[config.mk]
export PLATFORM = sky130hd
export DESIGN_NAME = i2c_target_bit_engine
export DESIGN_NICKNAME = d
export VERILOG_FILES = /design/src/rtl/itbe_pkg.sv /design/src/rtl/i2c_target_bit_engine.sv
export SDC_FILE = /design/constraint.sdc
export NUM_CORES = 1
export LEC_CHECK = 0
export BUFFER_PORTS_ARGS = -buffer_cell sky130_fd_sc_hd__buf_2
export CAP_MARGIN = 0
export CORE_ASPECT_RATIO = 1.25
export CORE_MARGIN = 3
export CORE_UTILIZATION = 43
export CTS_CLUSTER_SIZE = 16
export DETAILED_ROUTE_END_ITERATION = 16
export GPL_ROUTABILITY_DRIVEN = 0
export PLACE_DENSITY = 0.74
export SYNTH_ARGS = -nofsm -noshare
export SYNTH_HDL_FRONTEND = slang
export SYNTH_SLANG_ARGS = --single-unit
[constraint.sdc]
create_clock -name clk -period 5.5 [get_ports clk]
set_input_delay 0.55 -clock clk [delete_from_list [all_inputs] [get_ports clk]]
set_output_delay 0.55 -clock clk [all_outputs]
set_load 0.01 [all_outputs]
[src/rtl/itbe_pkg.sv]
// ----------------------------------------------------------------------------
// itbe_pkg: shared types for the I2C target bit engine
// Phase codes, SCL event codes, bus constants and the channel payloads.
// ----------------------------------------------------------------------------
package itbe_pkg;

  localparam int unsigned ADDR_BITS = 7;
  localparam int unsigned BYTE_BITS = 8;

  typedef enum logic [1:0] {
    SCL_LOW  = 2'd0,
    SCL_HIGH = 2'd1,
    SCL_RISE = 2'd2,
    SCL_FALL = 2'd3
  } scl_phase_t;

  typedef enum logic [2:0] {
    PH_STOPPED = 3'd0,
    PH_STARTED = 3'd1,
    PH_WRITING = 3'd2,
    PH_READING = 3'd3,
    PH_ACK     = 3'd4,
    PH_ENDACK  = 3'd5,
    PH_WAITACK = 3'd6,
    PH_IDLE    = 3'd7
  } phase_t;

  typedef struct packed {
    scl_phase_t scl_phase;
    logic       sda_level;
    logic [7:0] tx_byte;
  } in_item_t;

  typedef struct packed {
    logic       sda_drive;
    logic       sda_value;
    logic       byte_valid;
    logic [7:0] byte_value;
    phase_t     bus_state;
  } out_item_t;

endpackage

[src/rtl/i2c_target_bit_engine.sv]
// ----------------------------------------------------------------------------
// i2c_target_bit_engine: I2C target, 7-bit address, bit-level pin events
// Takes one SCL/SDA event per transfer and returns one pin/status result.
// ----------------------------------------------------------------------------
//
//  channel | ports                              | direction | carries
//  --------+------------------------------------+-----------+---------------------
//  in      | in_valid, in_stall, in_data        | into      | one pin event
//  out     | out_valid, out_stall, out_data     | out of    | drive, byte, state
//  cfg     | cfg_valid, cfg_ready, cfg_data     | into      | device address
//
// Each event is decoded combinationally: the bus state registers and the
// event feed short logic whose result lands in the output register, so one
// transfer is taken every clock while the output is not held back.
// A stalled result stays in the output register; a new event is refused only
// while that register is full and stalled.
// Synchronous active-low reset clears the bus state, the address register and
// the output valid flag.
// The address register is always ready; write it only while the bus is quiet.

module i2c_target_bit_engine (
  input  logic                clk,
  input  logic                rst_n,
  input  logic                in_valid,
  output logic                in_stall,
  input  itbe_pkg::in_item_t  in_data,
  output logic                out_valid,
  input  logic                out_stall,
  output itbe_pkg::out_item_t out_data,
  input  logic                cfg_valid,
  output logic                cfg_ready,
  input  logic [6:0]          cfg_data
);

  // Bus state
  itbe_pkg::phase_t phase_r, phase_nxt;
  itbe_pkg::phase_t resume_r, resume_nxt;
  logic [4:0]       bit_ptr_r, bit_ptr_nxt;
  logic [7:0]       rx_shift_r, rx_shift_nxt;
  logic [7:0]       tx_hold_r, tx_hold_nxt;
  logic             prev_sda_r, prev_sda_nxt;
  logic             drive_en_r, drive_en_nxt;
  logic             drive_lvl_r, drive_lvl_nxt;
  logic [6:0]       dev_addr_r;

  // Output register
  logic                out_valid_r;
  itbe_pkg::out_item_t out_data_r, out_data_nxt;

  // Per-event working values
  logic             accept;
  logic             sda;
  logic [7:0]       shift_rx;
  logic [4:0]       shift_ptr;
  logic             byte_done;
  logic [7:0]       byte_val;
  itbe_pkg::phase_t fall_phase;

  // Hold the input while a finished result is still waiting downstream.
  assign in_stall  = out_valid_r & out_stall;
  assign accept    = in_valid & ~in_stall;
  assign cfg_ready = 1'b1;
  assign out_valid = out_valid_r;
  assign out_data  = out_data_r;

  assign sda = in_data.sda_level;

  // Shift one SDA bit into the receive register; the first bit of a byte
  // lands without a shift.
  assign shift_rx  = ((bit_ptr_r != 5'd0) ? {rx_shift_r[6:0], 1'b0} : rx_shift_r)
                     + {7'd0, sda};
  assign shift_ptr = bit_ptr_r + 5'd1;

  // Next bus state for the current event
  always_comb begin
    phase_nxt     = phase_r;
    resume_nxt    = resume_r;
    bit_ptr_nxt   = bit_ptr_r;
    rx_shift_nxt  = rx_shift_r;
    tx_hold_nxt   = tx_hold_r;
    drive_en_nxt  = drive_en_r;
    drive_lvl_nxt = drive_lvl_r;
    prev_sda_nxt  = sda;
    byte_done     = 1'b0;
    byte_val      = 8'd0;
    fall_phase    = phase_r;

    unique case (in_data.scl_phase)
      itbe_pkg::SCL_HIGH: begin
        // Start/stop detection, masked while acknowledging
        if (phase_r != itbe_pkg::PH_ACK) begin
          if (!sda && prev_sda_r) begin
            bit_ptr_nxt  = 5'd0;
            rx_shift_nxt = 8'd0;
            phase_nxt    = itbe_pkg::PH_STARTED;
          end else if (sda && !prev_sda_r) begin
            phase_nxt = itbe_pkg::PH_STOPPED;
          end
        end
      end
      itbe_pkg::SCL_RISE: begin
        if (phase_r == itbe_pkg::PH_STARTED) begin
          rx_shift_nxt = shift_rx;
          bit_ptr_nxt  = shift_ptr;
          // Address and R/W bit complete: compare and pick the direction
          if (shift_ptr > 5'(itbe_pkg::ADDR_BITS)) begin
            rx_shift_nxt = {1'b0, shift_rx[7:1]};
            if (shift_rx[7:1] == dev_addr_r) begin
              phase_nxt = itbe_pkg::PH_ACK;
              if (shift_rx[0]) begin
                resume_nxt  = itbe_pkg::PH_READING;
                bit_ptr_nxt = 5'(itbe_pkg::BYTE_BITS - 1);
                tx_hold_nxt = in_data.tx_byte;
              end else begin
                resume_nxt  = itbe_pkg::PH_WRITING;
                bit_ptr_nxt = 5'd0;
              end
            end else begin
              phase_nxt    = itbe_pkg::PH_STOPPED;
              rx_shift_nxt = 8'd0;
            end
          end
        end else if (phase_r == itbe_pkg::PH_WRITING) begin
          rx_shift_nxt = shift_rx;
          bit_ptr_nxt  = shift_ptr;
          // Data byte complete: report it and acknowledge
          if (shift_ptr == 5'(itbe_pkg::BYTE_BITS)) begin
            byte_done   = 1'b1;
            byte_val    = shift_rx;
            bit_ptr_nxt = 5'd0;
            resume_nxt  = itbe_pkg::PH_WRITING;
            phase_nxt   = itbe_pkg::PH_ACK;
          end
        end else if (phase_r == itbe_pkg::PH_WAITACK) begin
          // Master ACK loads the next byte; NACK ends the read
          if (!sda) begin
            phase_nxt   = resume_r;
            bit_ptr_nxt = 5'(itbe_pkg::BYTE_BITS - 1);
            tx_hold_nxt = in_data.tx_byte;
          end else begin
            phase_nxt = itbe_pkg::PH_IDLE;
          end
        end
      end
      itbe_pkg::SCL_FALL: begin
        if (phase_r == itbe_pkg::PH_ACK) begin
          drive_lvl_nxt = 1'b0;
          drive_en_nxt  = 1'b1;
          fall_phase    = itbe_pkg::PH_ENDACK;
        end else if (phase_r == itbe_pkg::PH_ENDACK) begin
          drive_en_nxt = 1'b0;
          fall_phase   = resume_r;
          rx_shift_nxt = 8'd0;
        end
        phase_nxt = fall_phase;
        // Shift out the next read bit, MSB first; pointer underflow means
        // the byte is done and the master's ACK is due.
        if (fall_phase == itbe_pkg::PH_READING) begin
          if (bit_ptr_r[4]) begin
            drive_en_nxt  = 1'b0;
            drive_lvl_nxt = 1'b0;
            resume_nxt    = itbe_pkg::PH_READING;
            phase_nxt     = itbe_pkg::PH_WAITACK;
          end else begin
            drive_lvl_nxt = tx_hold_r[bit_ptr_r[2:0]] & ~bit_ptr_r[3];
            drive_en_nxt  = 1'b1;
            bit_ptr_nxt   = bit_ptr_r - 5'd1;
          end
        end
      end
      default: begin
        // Low clock level: only the SDA history advances
      end
    endcase
  end

  // Result assembled from the updated state
  always_comb begin
    out_data_nxt.sda_drive  = drive_en_nxt;
    out_data_nxt.sda_value  = drive_lvl_nxt;
    out_data_nxt.byte_valid = byte_done;
    out_data_nxt.byte_value = byte_val;
    out_data_nxt.bus_state  = phase_nxt;
  end

  // Control state and configuration
  always_ff @(posedge clk) begin
    if (!rst_n) begin
      phase_r     <= itbe_pkg::PH_STOPPED;
      resume_r    <= itbe_pkg::PH_STOPPED;
      bit_ptr_r   <= 5'd0;
      rx_shift_r  <= 8'd0;
      tx_hold_r   <= 8'd0;
      prev_sda_r  <= 1'b0;
      drive_en_r  <= 1'b0;
      drive_lvl_r <= 1'b0;
      dev_addr_r  <= 7'd0;
      out_valid_r <= 1'b0;
    end else begin
      if (accept) begin
        phase_r     <= phase_nxt;
        resume_r    <= resume_nxt;
        bit_ptr_r   <= bit_ptr_nxt;
        rx_shift_r  <= rx_shift_nxt;
        tx_hold_r   <= tx_hold_nxt;
        prev_sda_r  <= prev_sda_nxt;
        drive_en_r  <= drive_en_nxt;
        drive_lvl_r <= drive_lvl_nxt;
      end
      if (cfg_valid && cfg_ready) begin
        dev_addr_r <= cfg_data;
      end
      // Fill on a transfer in, drain when the consumer takes the result
      if (accept) begin
        out_valid_r <= 1'b1;
      end else if (!out_stall) begin
        out_valid_r <= 1'b0;
      end
    end
  end

  // Result payload, no reset needed
  always_ff @(posedge clk) begin
    if (accept) begin
      out_data_r <= out_data_nxt;
    end
  end

endmodule

==> load_flow_metrics.sql <==
INSERT INTO impl_metrics (metric_group, metric, value, unit) VALUES
('clock_network', 'clock_tree_from_tritoncts', 'built', ''),
('final_layout', 'multi_input_comb_area', '2265', 'um^2'),
('setup_path', 'timing.critical_path.to_type', 'flop', ''),
('floorplanning', 'initial_core_utilization', '45.27', '%'),
('logic_synthesis', 'mappedNetlistNets', '479', ''),
('final_layout', 'finish.net_count', '492', ''),
('routing', 'detailedRoute.firstIterationViolations', '194', ''),
('final_layout', 'syn_to_final_growth', '7.308', '%'),
('timing', 'period_share', '79.93', '%'),
('timing', 'achievable-frequency', '227.5', 'MHz'),
('power', 'vdd.ir_drop.worst', '217.7', 'uV'),
('setup_path', 'timing.critical_path.slowest_stage_cell', 'or4b_1', ''),
('job', 'max_cap_violations', '0', ''),
('placement', 'placed_cells', '550', ''),
('setup_path', 'worst_ep_required_time', '5.75', 'ns'),
('global_route', 'grt_pass1_vias', '3214', ''),
('setup_path', 'timing.critical_path.cells', 'inv_1 -> ha_1 -> or4b_1 -> nand2_1 -> nand2_1 -> ha_1 -> and3_1 -> and3_1 -> o21ai_0 -> nand3_1 -> or3_1 -> or3_4 -> a21oi_4 -> mux2i_1', ''),
('global_route', 'highest_utilization_routing_layer_at_the_global_route_stage', 'met2', ''),
('floorplanning', 'dieWidth', '88.18', 'um'),
('clock_network', 'root_buffer', 'clkbuf_8', ''),
('logic_synthesis', 'synth_flop_cell', 'dfxtp_1', ''),
('timing', 'drv_slew', '0', ''),
('logic_synthesis', 'ys_ff_latch', '51', ''),
('timing', 'period_needed', '4.396', 'ns'),
('routing', 'route.detailed.vias_per_inst', '6.047', ''),
('status', 'run_status', 'completed', ''),
('floorplanning', 'die_area', '9586', 'um^2'),
('clock_network', 'later_pin_clock_latency_in_the_skew_report', '0.32', 'ns'),
('routing', 'drt_wl_total', '9175', 'um'),
('floorplanning', 'ioPinCount', '40', ''),
('final_layout', 'layout.cells.non_filler', '558', ''),
('timing', 'timing.clock.skew', '0.006609', 'ns'),
('logic_synthesis', 'synth_area', '3630', 'um^2'),
('logic_synthesis', 'synth_enable_flop_cells', '14', ''),
('clock_network', 'cts_max_path_buffers', '2', ''),
('setup_path', 'critPathLaunchType', 'flop', ''),
('final_layout', 'n_fill_cell', '763', ''),
('global_route', 'met1_usage', '23.28', '%'),
('global_route', 'grt_max_degree', '28', ''),
('clock_network', 'cts-buffers-inserted', '5', ''),
('floorplanning', 'std_cell_core_area', '8018', 'um^2'),
('clock_network', 'clock_tree.htree_level_count', '2', ''),
('global_route', 'overflow', '0', ''),
('global_route', 'grt_first_pass_wirelength', '15130', 'um'),
('global_route', 'global_route.usage.met3', '3.023', '%'),
('setup_path', 'critical-path-max-stage-delay', '0.75', 'ns'),
('routing', 'drt_drc_violations_left', '0', ''),
('placement', 'post_detailed_placement_cell_area', '3799', 'um^2'),
('setup_path', 'worst-endpoint-arrival', '4.64', 'ns'),
('final_layout', 'layout_commonest_cell', 'nand2_1', ''),
('logic_synthesis', 'asyncSetResetFlopFracSynth', '0', '%'),
('routing', 'drt-wirelength-per-cell', '16.44', 'um'),
('final_layout', 'final_design_area_no_fill', '3895', 'um^2'),
('routing', 'dr_total_vias', '3374', ''),
('timing', 'timing_worst_slew_pin_value', '0.8189', 'ns'),
('timing', 'finalHoldViolations', '0', ''),
('timing', 'finalSetupViolations', '0', ''),
('clock_network', 'cts-hold-fix-buffers', '0', ''),
('setup_path', 'worst-path-max-fanout', '17', ''),
('power', 'pwr_density', '210.1', 'nW/um^2'),
('logic_synthesis', 'synth_cell_types', '69', ''),
('final_layout', 'post_route_cells_drive_above_1_share', '14.25', '%'),
('timing', 'setup-tns-final', '0', 'ns'),
('placement', 'port_buffers', '38', ''),
('final_layout', 'diodes', '0', ''),
('logic_synthesis', 'synth_cells', '449', ''),
('timing', 'grt_setup_unrepaired', 'no', ''),
('clock_network', 'post_cts.resized_instances', '0', ''),
('final_layout', 'seq_area', '1161', 'um^2'),
('global_route', 'met2_usage', '33.90', '%'),
('logic_synthesis', 'seq_area_frac_synth', '31.99', '%');
[worst paths after layout]
path	start	cells after the start	slack, ns	end
hold reg to reg	tx_hold_r[1]	2	0.47	tx_hold_r[1]
setup / recovery	bit_ptr_r[0]	14	1.10	tx_hold_r[3]
hold / removal	in_valid	2	0.45	out_valid
setup reg to reg	bit_ptr_r[0]	14	1.10	tx_hold_r[3]
[per-stage QoR]
step | power, uW | worst slack (ns) | utilization, %
final | 818.4 | 1.104 | 48.58
after global routing | 858.7 | 0.7519 | 48.58
after CTS | 821.8 | 1.114 | 48.58
after detailed placement | 587.2 | 1.163 | 47.38
after global placement | 584.1 | 1.326 | 47.38
after floorplan | 547.9 | 1.241 | -
[critical path: cells and delay by family, from the launching register on]
family | cells | cell delay, ns
AND/OR/NAND/NOR | 8 | 2.47
AO/OA/AOI/OAI | 2 | 0.47
multiplexers | 1 | 0.24
flip-flops | 1 | 0.43
adder cells (fa/ha/maj) | 2 | 0.53
buffers and inverters | 1 | 0.17
[Yosys cell counts, drive strengths merged (3+ instances only)]
cell type | number | share of area, %
a211oi | 4 | 0.83
a21o | 4 | 0.83
a21oi | 30 | 4.4
a22oi | 7 | 1.4
a31oi | 6 | 1.0
a32oi | 4 | 0.97
and2 | 7 | 1.2
and3 | 3 | 0.52
buf | 5 | 1.2
clkbuf | 28 | 2.9
dfxtp | 37 | 20
edfxtp | 14 | 12
ha | 7 | 2.4
inv | 15 | 1.6
mux2i | 18 | 5.0
nand2 | 63 | 6.6
nand2b | 11 | 1.9
nand3 | 14 | 1.9
nand3b | 3 | 0.62
nor2 | 45 | 4.7
nor2b | 7 | 1.2
nor3 | 9 | 1.2
o2111a | 3 | 0.93
o2111ai | 3 | 1.2
o211a | 3 | 0.83
o21a | 5 | 1.0
o21ai | 24 | 3.3
o22ai | 4 | 0.69
o31ai | 5 | 1.2
or2 | 5 | 0.86
or3 | 5 | 1.0
xnor2 | 8 | 1.9
xor2 | 4 | 0.97
[layout make-up]
class / count / area share (%)
clock buffer: 5 / 1.767
clock inverter: 3 / 0.7067
inverter: 15 / 1.446
multi-input combinational: 350 / 58.14
sequential: 51 / 29.81
tap: 95 / 3.052
timing repair buffer: 39 / 5.075
[flip-flops by register name, summed over array words and instances, names as in the netlist, 2 cells and up]
| name | count |
|---|---|
| bit_ptr_r | 5 |
| dev_addr_r | 7 |
| out_data | 14 |
| phase_r | 3 |
| resume_r | 2 |
| rx_shift_r | 8 |
| tx_hold_r | 8 |
[metal layers]
metal	wire, um	part of all wire, %
met3	576	6.3
met4	393	4.3
met2	4556	50
met5	0	0
met1	3648	40
[where the power goes]
group          leakage [uW]  switching, uW  internal [uW]  total, uW
clock network     0.0000463            142           93.7        236
logic              0.000972           99.9           63.6        163
registers          0.000442           18.4            400        419
total               0.00146            261            558        818
[cells by family (layout without fill, tap and decap cells)]
logic type	count (synthesis)	count (layout)	synth area share, %
other	1	1	0.1033
AOI/OAI and AO/OA	121	121	23.89
buffers and inverters	48	62	5.618
muxes	22	22	6.825
adders and majority gates	7	7	2.413
and+or+nand+nor	185	185	25.03
DFF	51	51	31.99
xor gates and xnor gates	14	14	4.136
Note: power is estimated with default switching activity, not from simulation.
